<file path="src/rtl/ttps_queue.sv">
// ----------------------------------------------------------------------------
// ttps_queue
// Two-word command queue between the input stage and the table engine.
// ----------------------------------------------------------------------------
`default_nettype none

module ttps_queue #(
  parameter int W = 8
) (
  input  wire logic         clk,
  input  wire logic         rst,
  input  wire logic         wr_valid,
  output logic              wr_ready,
  input  wire logic [W-1:0] wr_data,
  output logic              rd_valid,
  input  wire logic         rd_pop,
  output logic [W-1:0]      rd_data
);

  logic [W-1:0] slots [2];
  logic         wr_ptr;
  logic         rd_ptr;
  logic [1:0]   count;
  logic         do_wr;
  logic         do_rd;

  assign wr_ready = count != 2'd2;
  assign rd_valid = count != 2'd0;
  assign rd_data  = slots[rd_ptr];
  assign do_wr    = wr_valid && wr_ready;
  assign do_rd    = rd_pop && rd_valid;

  always_ff @(posedge clk) begin
    if (rst) begin
      wr_ptr <= 1'b0;
      rd_ptr <= 1'b0;
      count  <= 2'd0;
    end else begin
      if (do_wr) begin
        wr_ptr <= !wr_ptr;
      end
      if (do_rd) begin
        rd_ptr <= !rd_ptr;
      end
      unique case ({do_wr, do_rd})
        2'b10:   count <= count + 2'd1;
        2'b01:   count <= count - 2'd1;
        default: count <= count;
      endcase
    end
  end

  always_ff @(posedge clk) begin
    if (do_wr) begin
      slots[wr_ptr] <= wr_data;
    end
  end

endmodule

`default_nettype wire

</file>
<file path="config.mk">
export PLATFORM = sky130hd
export DESIGN_NAME = ttps_queue
export DESIGN_NICKNAME = d
export VERILOG_FILES = /design/src/rtl/ttps_queue.sv
export SDC_FILE = /design/constraint.sdc
export NUM_CORES = 1
export LEC_CHECK = 0
export BUFFER_PORTS_ARGS = -buffer_cell sky130_fd_sc_hd__clkbuf_2
export CAP_MARGIN = 20
export CORE_MARGIN = 3
export CORE_UTILIZATION = 48
export CTS_CLUSTER_SIZE = 30
export DETAILED_ROUTE_END_ITERATION = 10
export GPL_TIMING_DRIVEN = 0
export PLACE_DENSITY_LB_ADDON = 0.15
export RECOVER_POWER = 25
export SLEW_MARGIN = 10
export SYNTH_ARGS = -nofsm -noshare
export SYNTH_HDL_FRONTEND = slang
export SYNTH_SLANG_ARGS = --single-unit
export TNS_END_PERCENT = 10
</file>
<file path="constraint.sdc">
create_clock -name clk -period 2.15 [get_ports clk]
set_clock_uncertainty 0.2 [all_clocks]
set_input_delay 0.215 -clock clk [delete_from_list [all_inputs] [get_ports clk]]
set_output_delay 0.215 -clock clk [all_outputs]
set_load 0.01 [all_outputs]
</file>
Yosys cells after proc, flatten, opt, wreduce, memory -nomap -nowiden. Memories as Yosys holds them, arrays and structs flattened. A register that Yosys moved wholly into a read port is not among the register bits. Cells that the tools add are included.

Add/sub/neg operators: 2. Reductions and logical operators: 6. Order comparisons: 0. Shifts and indexed selects: 0. Multipliers: 0. Divide/modulo/power cells: 0. Equality and inequality tests: 3. Multiplexer cells: 5. Bitwise logic cells: 0.

Operator list (count): $mux W1 (4); $pmux W2 S2 (1); $reduce_bool A2 Y1 (2); $add A2 B1 Y2 const B (1); $eq A2 B1 Y1 const B (1); $eq A2 B2 Y1 const B (1); $logic_and A1 B1 Y1 (2); $logic_not A1 Y1 (2); $ne A2 B2 Y1 const B (1); $sub A2 B1 Y2 const B (1).

Input bits: 12. Register bits after elaboration: 4. Logic and storage cells: 20. RAM bits: 16. Bits in latches: 0. Memories kept: 1. ROM bits: 0.

Memories: slots (words 2, width 8, read ports 1, clocked after memory_dff 1, wr ports 1, RTL line 20) `logic [W-1:0] slots [2];`.

Longest topological paths before layout.
Word-level depth: 4. Depth in mapped cells: 6.

Worst setup path before layout. No wires, ideal clock.

Path type: register to register. From: register count[0]. To: register count[1]. Stages on the path, launching flop included: 6. Buffers on the path: 0. Setup time: 0.070 ns. Path slack: 0.416 ns. Clock period less this slack: 1.734 ns. Arrival: 1.464 ns. Path through: dfxtp_1 -> nand2b_1 -> nand2_1 -> ha_1 -> or3_1 -> a21oi_1.

Longest elaborated chain between the ends: 4. Elaborated cells on any way between the ends: 10. Those cells by class: add/sub: 2; eq/ne: 3; mux: 1; reduce/logical: 4.

RTL lines: start, declared (RTL line 23) `logic [1:0] count;`; start signal, assigned (RTL line 46) `2'b10: count <= count + 2'd1;`; start signal, assigned (RTL line 47) `2'b01: count <= count - 2'd1;`; start signal, assigned (RTL line 48) `default: count <= count;`; $ne A2 B2 Y1 (*) (RTL line 27) `assign wr_ready = count != 2'd2;`; via wr_ready (RTL line 13) `output logic wr_ready,`; $logic_and A1 B1 Y1 (*) (RTL line 30) `assign do_wr = wr_valid && wr_ready;`; $eq A2 B1 Y1 / $eq A2 B2 Y1 (equally long branches) (RTL line 45) `unique case ({do_wr, do_rd})`; $pmux W2 S2 / $reduce_bool A2 Y1 (equally long branches).

The timed path passes the listed nets; every way through them passes the cells marked *. A chain may end at the register's enable or synchronous reset.

Worst setup path after layout.
From: register count[0]. To: register count[1].

Longest elaborated chain between the ends: 4. Elaborated cells on any way between the ends: 10. Those cells by class: add/sub: 2; eq/ne: 3; mux: 1; reduce/logical: 4.

RTL lines (RTL line): $ne A2 B2 Y1 / $reduce_bool A2 Y1 (equally long branches) (27, 28); $logic_and A1 B1 Y1, on equally long branches (30, 31); $eq A2 B1 Y1 / $eq A2 B2 Y1 (equally long branches) (45); $pmux W2 S2 / $reduce_bool A2 Y1 (equally long branches).

Parallel ways exist; a longest one is shown, timed or not.

==> impl_metrics.tcl <==
set metrics [dict create \
    critPathRequiredTime_ns 2.18 \
    synth_most_common_cell "edfxtp_1" \
    hold_class "in2reg" \
    initial_core_util 0.5179 \
    cts_buffers 3 \
    rsz0062_at_grt "no" \
    path_cells "nand2b_1 -> nand2_1 -> ha_1 -> or3_1 -> a21oi_1" \
    min_path_cells 3 \
    synth-async-reset-ratio 0 \
    port_buffers 21 \
    p_leak_uw 0.0004104 \
    timing_hold_violations_final 0 \
    critPathMaxStageDelay_ns 0.43 \
    worstPathArrival_ns 1.83 \
    gp_congestion 0.6982 \
    ys.flop_type "edfxtp_1" \
    postPlaceCellArea_um2 923.4 \
    ys_types 19 \
    stdcell_count 99 \
    synth_area_um2 798.3 \
    status "finished, final reports clean" \
    whs_endpoint "wr_ptr$_SDFFE_PP0N_" \
    reg2reg_depth 5 \
    endpoint_kind "register" \
    r2r_setup_slack_ns 0.34 \
    p_seq_frac 0.494 \
    switching_share 0.2982 \
    die_h_um 46.78 \
    cts_max_level 1 \
    grt_antenna_before_repair 0 \
    cts_buffer_depth 2 \
    area_growth_pct 29.62 \
    combinationalPowerShare 0.348 \
    avgRoutedWirePerCell_um 12.97 \
    grt_pass1_vias 487 \
    root_buffer "clkbuf_4" \
    ir_drop_v 0.0005583 \
    clk_pin_slew_ns 0.10 \
    synth_top_cell_by_area "edfxtp_1" \
    grt_max_degree 12 \
    synth_nets 62 \
    dpl.hpwl_um 900.9 \
    synthTopCellsByArea "edfxtp_1, dfxtp_1, mux2_2, xnor2_1, ha_1" \
    fp.dieW_um 46.78 \
    setup_tns_ns 0 \
    grt.total_usage 0.1320 \
    vias 507 \
    finalWirelength_um 1284 \
    synth_edf_count 16 \
    fp.coreArea_mm2 0.001541 \
    crit_slowest_cell "dfxtp_1" \
    fmax_mhz 552.9 \
    synth.top_cell.area_share 0.6019 \
    intPower_uw 790.9 \
    cts_setup_buffers 0 \
    finalPower_uw 1127 \
    drv_cap 0 \
    synth.avg_cell_area_um2 16.29 \
    drive_above_1_share 0.3735 \
    r2r-end "count[1]$_SDFFE_PP0P_" \
    power_frac_clock 0.158 \
    synth-seq-cells 21 \
    fin_util 0.6713 \
    fill_cells 136 \
    relSlewSlack 0.7481 \
    fin_crit_sh 0.8412 \
    final_nets 97 \
    crit_type "reg2reg" \
    first_pass_iters 2 \
    final.min_clock_period_ns 1.809 \
    num_rows 14 \
    cts_tree "yes" \
    drv_slew 0 \
    ioPinCount 22 \
    diodes 0 \
    holdCritStartpoint "wr_valid" \
    clock_latency_ns 0.28 \
    synth_commonest_cells "edfxtp_1, mux2_2, dfxtp_1, nor2_1" \
    routed_via_density 5.121 \
    drc 0 \
    cts.sinks 21 \
    worst_pin_slew_ns 0.3779 \
    timing.rr.start "count[0]$_SDFFE_PP0P_" \
    ant_nets 0 \
    ys_warn_count 0 \
    grt_pass1_wl_um 1966 \
    fin_area_mm2 0.001035 \
    p_sw_uw 336.0 \
    die-area_mm2 0.002188 \
    worstSetupStartpointType "register" \
    ys_seq_area_frac 0.7273 \
    final-setup-viol-count 0 \
    drt_iter0_drc 4 \
    dp_cells 86 \
    power_density_mw_per_mm2 1089 \
    overflow 0 \
    worstPathMaxFanout 5 \
    synth_cells 49 \
]
## power groups by stage
stage | Clock (µW) | Sequential [µW] | Combinational, µW
final | 178 | 557 | 392
after global routing | 201 | 568 | 436
after CTS | 187 | 558 | 402
after detailed placement | 0 | 568 | 387
after global placement | 0 | 564 | 374
after floorplan | 0 | 558 | 266
## metal layers
metal  global-route usage  vias up  share of wire
li1                     -      250              -
met1               0.1579      243           0.43
met2               0.2195       12           0.52
met3              0.02299        2          0.045
met4              0.08287        0         0.0047
met5                    0        -              0
## critical path, delay by kind of cell (launching register included)
kind | cells | cell delay [ns]
AOI/OAI and AO/OA | 1 | 0.14
and+or+nand+nor | 3 | 0.66
adders and majority gates | 1 | 0.31
DFF | 1 | 0.43
## stage by stage
step                hold WS [ns]  worst slack (ns)
floorplan                0.08407            0.4160
global placement          0.2049            0.3912
detailed placement        0.2086            0.3618
CTS                      0.03222            0.3367
global route             0.04866            0.2384
finish                   0.04707            0.3415
## what timing repair did
| item | 4_1_cts | 5_1_grt |
|---|---|---|
| hold buffers | 9 | 0 |
| resized for setup | 0 | 0 |
| hold endpoints to repair | 21 | 0 |
## layout by cell type (no fill, tap or decap), drive strengths merged
cell	instances
clkbuf	25
edfxtp	16
dlygate4sd3	9
mux2	8
dfxtp	5
nor2	3
xnor2	2
a21oi	2
o21a	1
nand2b	1
nand2	1
or2	1
buf	1
and3	1
nand3b	1
inv	1
a21bo	1
o21ai	1
or3	1
xor2	1
ha	1
## cell type report
type                            count  area (µm²)  area share
Timing Repair Buffer               30       190.2      0.1838
Buffer                              1       5.005    0.004837
Multi-Input combinational cell     26       209.0      0.2019
Tap cell                           16       20.02     0.01935
Inverter                            1       3.754    0.003628
Sequential cell                    21       580.6      0.5611
Clock buffer                        4       26.28     0.02539
## logic make-up (layout without fill, tap and decap cells)
group	Yosys count	count (layout)	share of synthesized area
mux	8	8	0.1129
simple gates	9	9	0.05958
compound gates	5	5	0.04075
flops	21	21	0.7273
xor+xnor	3	3	0.03292
fa+ha+maj	1	1	0.01567
buf+inv	2	36	0.01096
## flip-flops by register name (all words and copies together) (netlist names), named ones only
name    flops
count       2
wr_ptr      1
slots      16
rd_ptr      1
## how the worst max path moves through the flow
stage	start	endpoint	slack [ns]	cells past startpoint
2_1_floorplan	count[0]$_SDFFE_PP0P_	count[1]$_SDFFE_PP0P_	0.42	5
3_3_place_gp	count[0]$_SDFFE_PP0P_	count[1]$_SDFFE_PP0P_	0.39	5
3_5_place_dp	count[0]$_SDFFE_PP0P_	count[1]$_SDFFE_PP0P_	0.36	5
4_1_cts	count[0]$_SDFFE_PP0P_	count[1]$_SDFFE_PP0P_	0.34	5
5_1_grt	count[0]$_SDFFE_PP0P_	count[1]$_SDFFE_PP0P_	0.24	5
6_report	count[0]$_SDFFE_PP0P_	count[1]$_SDFFE_PP0P_	0.34	5
Power figures use the tool's default switching activity.
