**config.mk**
```make
export PLATFORM = sky130hd
export DESIGN_NAME = ttps_front
export DESIGN_NICKNAME = d
export VERILOG_FILES = /design/src/rtl/ttps_pkg.sv /design/src/rtl/ttps_front.sv
export SDC_FILE = /design/constraint.sdc
export NUM_CORES = 1
export LEC_CHECK = 0
export ABC_CLOCK_PERIOD_IN_PS = 11000
export BUFFER_PORTS_ARGS = -buffer_cell sky130_fd_sc_hd__buf_2
export CORE_AREA = 2 2 116 118
export CTS_CLUSTER_SIZE = 25
export DETAILED_ROUTE_END_ITERATION = 16
export DIE_AREA = 0 0 118 120
export PLACE_DENSITY = 0.72
export SETUP_SLACK_MARGIN = 0.15
export SYNTH_ARGS = -nofsm -noshare
export SYNTH_HDL_FRONTEND = slang
export SYNTH_SLANG_ARGS = --single-unit
```
**constraint.sdc**
```tcl
create_clock -name clk -period 11 [get_ports clk]
set_clock_uncertainty 0.2 [all_clocks]
set_input_delay 1.65 -clock clk [delete_from_list [all_inputs] [get_ports clk]]
set_output_delay 1.65 -clock clk [all_outputs]
set_load 0.005 [all_outputs]
```
**src/rtl/ttps_pkg.sv**
```systemverilog
// ----------------------------------------------------------------------------
// ttps_pkg
// Shared types and codes of the transposition table probe and store block.
// ----------------------------------------------------------------------------
`default_nettype none

package ttps_pkg;

  localparam logic [1:0] CMD_PROBE = 2'd0;
  localparam logic [1:0] CMD_STORE = 2'd1;
  localparam logic [1:0] CMD_CLEAR = 2'd2;
  localparam logic [1:0] CMD_NOP   = 2'd3;

  localparam logic [1:0] BOUND_EXACT = 2'd0;
  localparam logic [1:0] BOUND_LOWER = 2'd1;
  localparam logic [1:0] BOUND_UPPER = 2'd2;

  localparam int KEY_BITS = 64;

  typedef struct packed {
    logic [1:0]          cmd;
    logic [KEY_BITS-1:0] position_key;
    logic [7:0]          search_depth;
    logic signed [15:0]  window_low;
    logic signed [15:0]  window_high;
    logic signed [15:0]  new_score;
    logic [1:0]          bound_kind;
    logic [15:0]         new_move;
  } item_t;

  typedef enum logic [2:0] {
    ST_SWEEP = 3'b001,
    ST_IDLE  = 3'b010,
    ST_EVAL  = 3'b100
  } back_state_t;

endpackage

`default_nettype wire

```
**src/rtl/ttps_front.sv**
```systemverilog
// ----------------------------------------------------------------------------
// ttps_front
// Input stage: takes a word, works out the table slot of its key and hands
// probe, store and clear words to the command queue; unused codes are dropped.
// ----------------------------------------------------------------------------
`default_nettype none

module ttps_front #(
  parameter int ENTRIES = 4096,
  parameter int IDX_W   = 12
) (
  input  wire logic                clk,
  input  wire logic                rst,
  input  wire logic                init_busy,
  input  wire logic                in_valid,
  output logic                     in_ready,
  input  wire ttps_pkg::item_t     in_item,
  output logic                     push_valid,
  input  wire logic                push_ready,
  output ttps_pkg::item_t          push_item,
  output logic [IDX_W-1:0]         push_idx
);

  localparam bit POW2 = (ENTRIES & (ENTRIES - 1)) == 0;

  logic            f_valid;
  ttps_pkg::item_t f_item;
  logic            idx_done;
  logic            f_leave;
  logic            accept;

  // 2^(8*pos) modulo the table size
  function automatic longint unsigned byte_weight(input int pos);
    longint unsigned v;
    v = 64'd1 % 64'(ENTRIES);
    for (int i = 0; i < 8 * pos; i++) begin
      v = (v << 1) % 64'(ENTRIES);
    end
    return v;
  endfunction

  assign accept     = in_valid && in_ready;
  assign push_valid = f_valid && idx_done && (f_item.cmd != ttps_pkg::CMD_NOP);
  assign f_leave    = f_valid && idx_done &&
                      ((f_item.cmd == ttps_pkg::CMD_NOP) || push_ready);
  assign in_ready   = !init_busy && (!f_valid || f_leave);
  assign push_item  = f_item;

  always_ff @(posedge clk) begin
    if (rst) begin
      f_valid <= 1'b0;
    end else if (accept) begin
      f_valid <= 1'b1;
    end else if (f_leave) begin
      f_valid <= 1'b0;
    end
  end

  always_ff @(posedge clk) begin
    if (accept) begin
      f_item <= in_item;
    end
  end

  generate
    if (POW2) begin : g_mask
      localparam logic [ttps_pkg::KEY_BITS-1:0] IDX_MASK = ttps_pkg::KEY_BITS'(ENTRIES - 1);
      logic [IDX_W-1:0] f_idx;

      always_ff @(posedge clk) begin
        if (accept) begin
          f_idx <= in_item.position_key[IDX_W-1:0] & IDX_MASK[IDX_W-1:0];
        end
      end

      assign idx_done = 1'b1;
      assign push_idx = f_idx;
    end else begin : g_reduce
      // key folded a byte per cycle with constant weights, then one
      // reciprocal multiply and a single correction
      localparam logic [31:0] MOD_C = 32'(ENTRIES);
      localparam logic [31:0] RECIP = 32'((64'd1 << 32) / 64'(ENTRIES));
      logic [3:0]                    steps;
      logic [2:0]                    byte_sel;
      logic [31:0]                   weight [8];
      logic [31:0]                   acc;
      logic [31:0]                   part;
      logic [63:0]                   q_prod;
      logic [31:0]                   q_est;
      logic [31:0]                   qm;
      logic [31:0]                   rem;
      logic [31:0]                   red;
      logic [ttps_pkg::KEY_BITS-1:0] shift;

      for (genvar g = 0; g < 8; g++) begin : g_weight
        localparam logic [31:0] WEIGHT = 32'(byte_weight(g));
        assign weight[g] = WEIGHT;
      end

      assign byte_sel = 3'(4'd10 - steps);
      assign part     = 32'(shift[7:0]) * weight[byte_sel];
      assign q_prod   = 64'(acc) * 64'(RECIP);
      assign qm       = q_est * MOD_C;
      assign red      = (rem >= MOD_C) ? rem - MOD_C : rem;

      always_ff @(posedge clk) begin
        if (rst) begin
          steps <= 4'd0;
        end else if (accept) begin
          steps <= 4'd10;
        end else if (steps != 4'd0) begin
          steps <= steps - 4'd1;
        end
      end

      always_ff @(posedge clk) begin
        if (accept) begin
          acc   <= '0;
          shift <= in_item.position_key;
        end else if (steps >= 4'd3) begin
          acc   <= acc + part;
          shift <= {8'd0, shift[ttps_pkg::KEY_BITS-1:8]};
        end
      end

      always_ff @(posedge clk) begin
        if (steps == 4'd2) begin
          q_est <= q_prod[63:32];
        end
        if (steps == 4'd1) begin
          rem <= acc - qm;
        end
      end

      assign idx_done = steps == 4'd0;
      assign push_idx = red[IDX_W-1:0];
    end
  endgenerate

endmodule

`default_nettype wire

```
---- Word level (Yosys, flattened, before mapping) ----
Cells that the tools add are included.
Widths: inputs -> output; s select.
cells by class
  equality and inequality tests ........... 2
  muxes and demuxes ....................... 2
  reduce and logical (&&, ||, !) cells .... 9
operators by type and width
  operator            count
  $logic_and 1x1->1   4
  $eq 2x2->1 const B  1
  $logic_not 1->1     2
  $logic_or 1x1->1    2
  $mux 1              2
  $ne 2x2->1 const B  1
  $reduce_bool 2->1   1
storage, ports and cells
  flip-flop bits (word level) ............. 153
  input bits .............................. 145
  output and inout port bits .............. 154

---- Logic depth before layout (Yosys ltp) ----
Gate-level depths: netlist of the first run.
  word-level depth ........................ 7
  gate-level depth with buffers ........... 3

---- Least setup slack after synthesis of the first run ----
Ideal clock, no wire load.
  path type ............................... input-to-reg
  start point ............................. input port push_ready
  end point ............................... register f_item (netlist bit push_item[0]), enable pin
  library setup time ...................... 0.641 ns
  data arrival time ....................... 7.639 ns
  required time ........................... 10.159 ns
  path slack .............................. 2.521 ns
  cell stages on the path ................. 2
  cells stage by stage .................... and2b_1 -> nor2_1
between the ends
  cells in the longest elaborated chain, start to end .. 5
RTL lines
  element                 RTL line          source
  start: declaration      ttps_front.sv:19  input wire logic push_ready,
  $logic_or 1x1->1        ttps_front.sv:45  ((f_item.cmd == ttps_pkg::CMD_NOP) || push_ready);
  $logic_and 1x1->1       ttps_front.sv:44  assign f_leave = f_valid && idx_done &&
  $logic_or 1x1->1        ttps_front.sv:46  assign in_ready = !init_busy && (!f_valid || f_leave);
  $logic_and 1x1->1       ttps_front.sv:46
  $logic_and 1x1->1       ttps_front.sv:42  assign accept = in_valid && in_ready;
  net accept              ttps_front.sv:30  logic accept;
  end signal: assignment  ttps_front.sv:61  f_item <= in_item;
  end: declaration        ttps_front.sv:27  ttps_pkg::item_t f_item;
The timed path passes the listed nets, and every way through them passes these cells.
A chain may end at the register's enable or synchronous reset.

---- Worst setup path after layout of the first run ----
  start point ............................. input port push_ready
  end point ............................... output port in_ready
between the ends
  cells in the longest elaborated chain, start to end .. 4
RTL lines
  element            RTL line          source
  $logic_or 1x1->1   ttps_front.sv:45
  $logic_and 1x1->1  ttps_front.sv:44
  $logic_or 1x1->1   ttps_front.sv:46
  $logic_and 1x1->1  ttps_front.sv:46
  end: declaration   ttps_front.sv:16  output logic in_ready,
No other way between the ends.

==> summary.md, run 1 <==
| Metric | Value |
|---|---|
| Status | finished clean |
| Net Count, Synth | between 300 and 400 |
| Top cell family by delay on the critical path | simple AND/OR/NAND/NOR gates |
| Largest net degree at the start of global routing | 76 |
| Leakage power | between 2 and 3 nW |
| Vias | about 2.7k |
| Hold Crit Class | reg2reg |
| Seq cells post-synth | 141 |
| Post-Syn Area | ~4400 um^2 |
| First-pass GRT wire length | 14800 um |
| Met1 Usage GRT | 0.152 |
| Finish-stage setup viols | 0 |
| Syn avg cell area | 27.3 um^2 |
| Tmin final | ~4 ns |
| Vias in the first global route | approximately 2.9k |
| Met3 usage | 0.0741 |
| Layout cells sized above 1 | 0.690 |
| Final GP Congestion | 0.766 |
| Post_cts resized | 0 |
| Initial DRC count | 115 |
| Sequential area share after synthesis | 0.968 |
| Hold Path Depth | 3 |
| Synth Warn # | 0 |
| RSZ-0062 raised after global routing | no |
| Hold Vio Cnt, Final | 0 |
| CTS tree | built |
| Flop pwr share | 0.502 |
| Crit-path slowest cell | and2b_1 |
| Initial Util | 0.336 |
| Finished Layout Cells | 656 |
| Fillers | 1115 |
| Most frequent cells in the layout | 298 x buf_2, 140 x edfxtp_1, 17 x clkbuf_16, 6 x clkinv_2, 3 x bufinv_16 |
| Worst path bufs/invs | 2 |
| Die area | 14200 um^2 |
| Crit-path most repeated cell | buf_2 |
| Fin. max-slew vios | 0 |
| Antenna violations before repair | 1 |
| DR vias/cell | approximately 4.2 |
| Global route hottest layer | met2 |
| Power Density | 189 nW/um^2 |
| WL final | approximately 10000 um |
| Met2 usage | 0.229 |
| Die extent in y | 120 um |
| Num CTS Buffers | 17 |
| Drt first pass iters | 4 |
| FF-to-FF path depth | 5 |
| Mapped Cells | 160 |
| Cell count along the critical path | 4 |
| Setup_tns | 0 ns |
| Placed cell area | 6010 um^2 |
| CP max stage delay | approximately 0.24 ns |
| Sw frac | 0.193 |
| # hold bufs at CTS | 0 |
| Internal power of the cells | 1.00 mW |
| DP HPWL | 7620 um |
| Worst ir drop on vdd | 0.111 mV |
| Post-CTS Setup Inserts | 0 |
| Worst skew pair latency | 0.41 ns |
| Fmax | 249 MHz |
| Post-route DRC violation count | 0 |
| Max-cap viol count | 0 |
| Die X | 118 um |
| Period Utilization, post-route | 0.365 |
| Clk sinks | 141 |
| WP data arrival | 2.16 ns |
| Area of the multi-input gates | about 59 um^2 |
| Distinct cells, synth | 8 |
| Critical-path cell list | buf_2 > and2b_1 > nor2_1 > buf_2 |
| # rows | 42 |
| Clock share of power | 0.447 |
| Io pins | 299 |
| CP Max Fanout | 2 |
| Register area | 4220 um^2 |
| Total power | 1.25 mW |
| PortBufs | ~300 |
| Placed cell count | 624 |
| Final #Nets | 612 |
| CTS Buffer Depth | 2 |
| Number of diodes | 0 |
| P_sw | 0.241 mW |
| Layout area overhead | 51.0% |
| CP Data Required Time | ~9.2 ns |
| WL/cell | about 15 um |
| Final instance area | 6590 um^2 |
| Most common cell after layout, fill and taps aside | buf_2 |
| Grt total ovfl | 0 |
| CTS HTree Levels | 4 |
| Clock transition at path regs | 0.06 ns |
| Crit end category | output port |
| Share of total power in combinational logic | 0.051 |
| Max-slew headroom | 0.389 |
| Post-DRT Antenna Nets | 0 |
| Root Buffer | clkbuf_16 |
| Startpoint Class | input port |
| Actual slew at the worst max-slew pin | 0.916 ns |
| GRT Total Usage | 0.144 |
| CP Class | in2out |
| Core Area | 13000 um^2 |
-- through the flow --
| step | worst slack [ns] | hold slack, ns | utilization |
|---|---|---|---|
| floorplan | 2.52 | 0.365 | - |
| global placement | 6.89 | 0.376 | 0.463 |
| detailed placement | 6.78 | 0.398 | 0.463 |
| CTS | 6.99 | 0.410 | 0.508 |
| global route | 6.94 | 0.446 | 0.508 |
| finish | 6.99 | 0.403 | 0.508 |
-- worst reg2reg max path, cell delays in order (launching register included) --
cell and delay, ns:
edfxtp_1 0.39, a21boi_4 0.08, and2b_1 0.19, nor2_4 0.10, buf_4 0.62, buf_4 0.89
-- cell families (layout without fill, tap and decap cells) --
| family | count (synthesis) | after routing | share of synthesized area |
|---|---|---|---|
| buf+inv | 12 | 332 | 0.0206 |
| flops | 141 | 141 | 0.968 |
| simple gates | 5 | 5 | 0.00631 |
| compound gates | 2 | 2 | 0.00545 |
-- power by group through the flow --
| stage | combinational [mW] | sequential (mW) | clock [mW] |
|---|---|---|---|
| floorplan | 0.0113 | 0.645 | 0 |
| global placement | 0.0632 | 0.636 | 0 |
| detailed placement | 0.0651 | 0.637 | 0 |
| CTS | 0.0651 | 0.626 | 0.573 |
| global route | 0.0702 | 0.628 | 0.594 |
| finish | 0.0636 | 0.626 | 0.556 |
-- final timing paths --
| kind | startpoint | to | slack [ns] |
|---|---|---|---|
| max reg2reg | push_item[139]$_DFFE_PP_ | push_item[98]$_DFFE_PP_ | 8.10 |
| min | f_valid$_SDFFE_PP0P_ | f_valid$_SDFFE_PP0P_ | 0.40 |
| min reg2reg | f_valid$_SDFFE_PP0P_ | f_valid$_SDFFE_PP0P_ | 0.40 |
| max | push_ready | in_ready | 6.99 |
-- area by class of cell --
type / count / area share
clock inverters: 14 / 0.0230
clock buffers: 18 / 0.0651
well taps: 176 / 0.0334
repair buffers: 300 / 0.229
multi-input cells: 7 / 0.00892
flip-flops and latches: 141 / 0.641
-- routing by layer --
layer	up-vias	wire length, um
li1	1239	-
met1	1287	3580
met2	182	5090
met3	27	1070
met4	2	301
met5	-	7
-- registers in the layout, summed over array words and instances, names as in the netlist --
signal / cells
f_valid: 1
push_item: 140
-- Yosys cell counts --
cell type,instances,area (um^2)
edfxtp_1,140,4200
nor2_1,2,7.51
nand2b_1,2,12.5
a21boi_4,1,18.8
dfxtp_1,1,20.0
and2b_1,1,7.51
a21oi_1,1,5.00
buf_4,12,90.1
Power figures use the tool's default switching activity.
==> inputs of run 2 (changes only) <==
--- a/config.mk
+++ b/config.mk
@@ -5,7 +5,7 @@
 export SDC_FILE = /design/constraint.sdc
 export NUM_CORES = 1
 export LEC_CHECK = 0
-export ABC_CLOCK_PERIOD_IN_PS = 11000
+export ABC_CLOCK_PERIOD_IN_PS = 4100
 export BUFFER_PORTS_ARGS = -buffer_cell sky130_fd_sc_hd__buf_2
 export CORE_AREA = 2 2 116 118
 export CTS_CLUSTER_SIZE = 25
==> constraint.sdc (replaced) <==
create_clock -name clk -period 4.1 [get_ports clk]
set_clock_uncertainty 0.2 [all_clocks]
set_input_delay 0.615 -clock clk [delete_from_list [all_inputs] [get_ports clk]]
set_output_delay 0.615 -clock clk [all_outputs]
set_load 0.005 [all_outputs]
==> run 2 against run 1 <==
Net effect:
- routed wire length shrank 3.8%
- clock power grew to 2.8 times the previous value
- flip-flop and latch count is the same
- total power increased to 2.7 times the previous value
- sequential power increased to 2.7 times the previous value
- combinational power grew to 2.7 times the previous value
- final cell count unchanged
- first-iteration DRC count is 12% higher
- largest cell class unchanged
==> summary.md, run 2 (synthesized netlist as in run 1, its figures left out) <==
| Metric | Value |
|---|---|
| Max reg flops | 140 (unchanged) |
| Status | finished clean (unchanged) |
| Critical-path cell list | a21boi_4 > and2b_1 > nor2_1 > buf_2 (was buf_2 > and2b_1 > nor2_1 > buf_2) |
| Final instance area | 6620 um^2 (was 6590 um^2) |
| Max-cap viol count | 0 (unchanged) |
| Clock transition at path regs | 0.05 ns (was 0.06 ns) |
| Post_cts resized | 0 (unchanged) |
| Fin. max-slew vios | 0 (unchanged) |
| Power Density | 513 nW/um^2 (was 189 nW/um^2) |
| Num CTS Buffers | 17 (unchanged) |
| Most common cell after layout, fill and taps aside | buf_2 (unchanged) |
| Die area | 14200 um^2 (unchanged) |
| Die extent in y | 120 um (unchanged) |
| Setup slack after layout | 1.88 ns (was 6.99 ns) |
| Clk sinks | 141 (unchanged) |
| Final #Nets | 611 (was 612) |
| Layout area overhead | 51.6% (was 51.0%) |
| Vias in the first global route | 2808 (was 2891) |
| Leakage power | 2.81 nW (about the same) |
| CP max stage delay | 0.43 ns (was 0.24 ns) |
| Post-CTS Setup Inserts | 0 (unchanged) |
| Hold Vio Cnt, Final | 0 (unchanged) |
| Io pins | 299 (unchanged) |
| Most frequent cells in the layout | 298 x buf_2, 140 x edfxtp_1, 17 x clkbuf_16, 5 x clkinv_1, 4 x bufinv_16 (was 298 x buf_2, 140 x edfxtp_1, 17 x clkbuf_16, 6 x clkinv_2, 3 x bufinv_16) |
| Drt first pass iters | 6 (was 4) |
| Root Buffer | clkbuf_16 (unchanged) |
| # hold bufs at CTS | 0 (unchanged) |
| Initial DRC count | 129 (was 115) |
| CP Class | reg2out (was in2out) |
| Initial Util | 0.336 (unchanged) |
| Largest net degree at the start of global routing | 141 (was 76) |
| Worst skew pair latency | 0.41 ns (about the same) |
| Tmin final | 2.22 ns |
| Startpoint Class | flip-flop (was input port) |
| Layout cells sized above 1 | 0.685 (was 0.690) |
| Post-route DRC violation count | 0 (unchanged) |
| Core Area | 13000 um^2 (unchanged) |
| Post-DRT Antenna Nets | 0 (unchanged) |
| Max-slew headroom | 0.507 (was 0.389) |
| CP Data Required Time | 3.28 ns (was 9.15 ns) |
| Finish-stage setup viols | 0 (unchanged) |
| Period Utilization, post-route | 0.541 |
| Worst ir drop on vdd | 0.285 mV (was 0.111 mV) |
| Die X | 118 um (unchanged) |
| RSZ-0062 raised after global routing | no (unchanged) |
| CTS tree | built (unchanged) |
| First-pass GRT wire length | 14200 um (was 14800 um) |
| Top cell family by delay on the critical path | flip-flops (was simple AND/OR/NAND/NOR gates) |
| # rows | 42 (unchanged) |
| DR vias/cell | 4.10 (was 4.17) |
| Actual slew at the worst max-slew pin | 0.740 ns (was 0.916 ns) |
| WL final | 9650 um (was 10000 um) |
| Placed cell area | 6010 um^2 (about the same) |
| PortBufs | 298 (unchanged) |
| Grt total ovfl | 0 (unchanged) |
| Dpl ws | 1.85 ns (was 6.78 ns) |
| Setup_tns | 0 ns (unchanged) |
| Worst path bufs/invs | 1 (was 2) |
| Vias | 2691 (was 2737) |
| WP data arrival | 1.40 ns (was 2.16 ns) |
| Fin util | 0.510 (was 0.508) |
| CP Max Fanout | 3 (was 2) |
| Hold Crit Class | in2reg (was reg2reg) |
| Crit end category | output port (unchanged) |
| DP HPWL | 7180 um (was 7620 um) |
| Crit-path slowest cell | edfxtp_1 (was and2b_1) |
| Final GP Congestion | 0.703 (was 0.766) |
| Fmax | 451 MHz |
| WL/cell | 14.7 um (was 15.3 um) |
| CTS Buffer Depth | 2 (unchanged) |
| Antenna violations before repair | 1 (unchanged) |
| CTS HTree Levels | 4 (unchanged) |
| GRT Total Usage | 0.138 (was 0.144) |
==> run 2: layout make-up <==
type / count / area, um^2
multi-input cells: 7 / 58.8
diodes: 1 / 2.50
clock buffers: 17 / 425
well taps: 176 / 220
repair buffers: 299 / 1510
flip-flops and latches: 141 / 4220
fillers: 1104 / 6360
clock inverters: 15 / 178
==> run 2: final timing paths <==
| path | startpoint | endpoint | slack, ns | depth (start not counted) |
|---|---|---|---|---|
| max | push_item[139]$_DFFE_PP_ | in_ready | 1.88 | 4 |
| min | rst | f_valid$_SDFFE_PP0P_ | 0.16 | 2 |
| max reg2reg | push_item[139]$_DFFE_PP_ | push_item[100]$_DFFE_PP_ | 2.06 | 4 |
| min reg2reg | f_valid$_SDFFE_PP0P_ | f_valid$_SDFFE_PP0P_ | 0.41 | 3 |
==> run 2: worst register-to-register path, cell delays in order, from the launching register on <==
cell and delay [ns]:
edfxtp_1 0.40, a21boi_4 0.08, and2b_1 0.20, nor2_4 0.14, buf_12 0.52
==> run 2: metrics by stage <==
| stage | std cells | hold WS (ns) | power [mW] |
|---|---|---|---|
| floorplan | 160 | 0.365 | 1.75 |
| global placement | 623 | 0.376 | 1.88 |
| detailed placement | 623 | 0.405 | 1.88 |
| CTS | 655 | 0.134 | 3.45 |
| global route | 656 | 0.145 | 3.52 |
| finish | 656 | 0.163 | 3.40 |
==> run 2: power breakdown <==
part | total, mW | leakage (nW) | internal [mW] | switching (mW)
clock network | 1.55 | 0.290 | 1.00 | 0.547
registers | 1.68 | 1.32 | 1.66 | 0.0154
logic | 0.172 | 1.20 | 0.0902 | 0.0815
total | 3.40 | 2.81 | 2.75 | 0.644
==> run 2: routing by layer <==
layer  up-vias  part of all wire  track usage
met1      1258              0.34        0.133
met2       176              0.52        0.231
li1       1241                 -            -
met3        16              0.11       0.0837
met5         -                 0            0
met4         0             0.025       0.0678
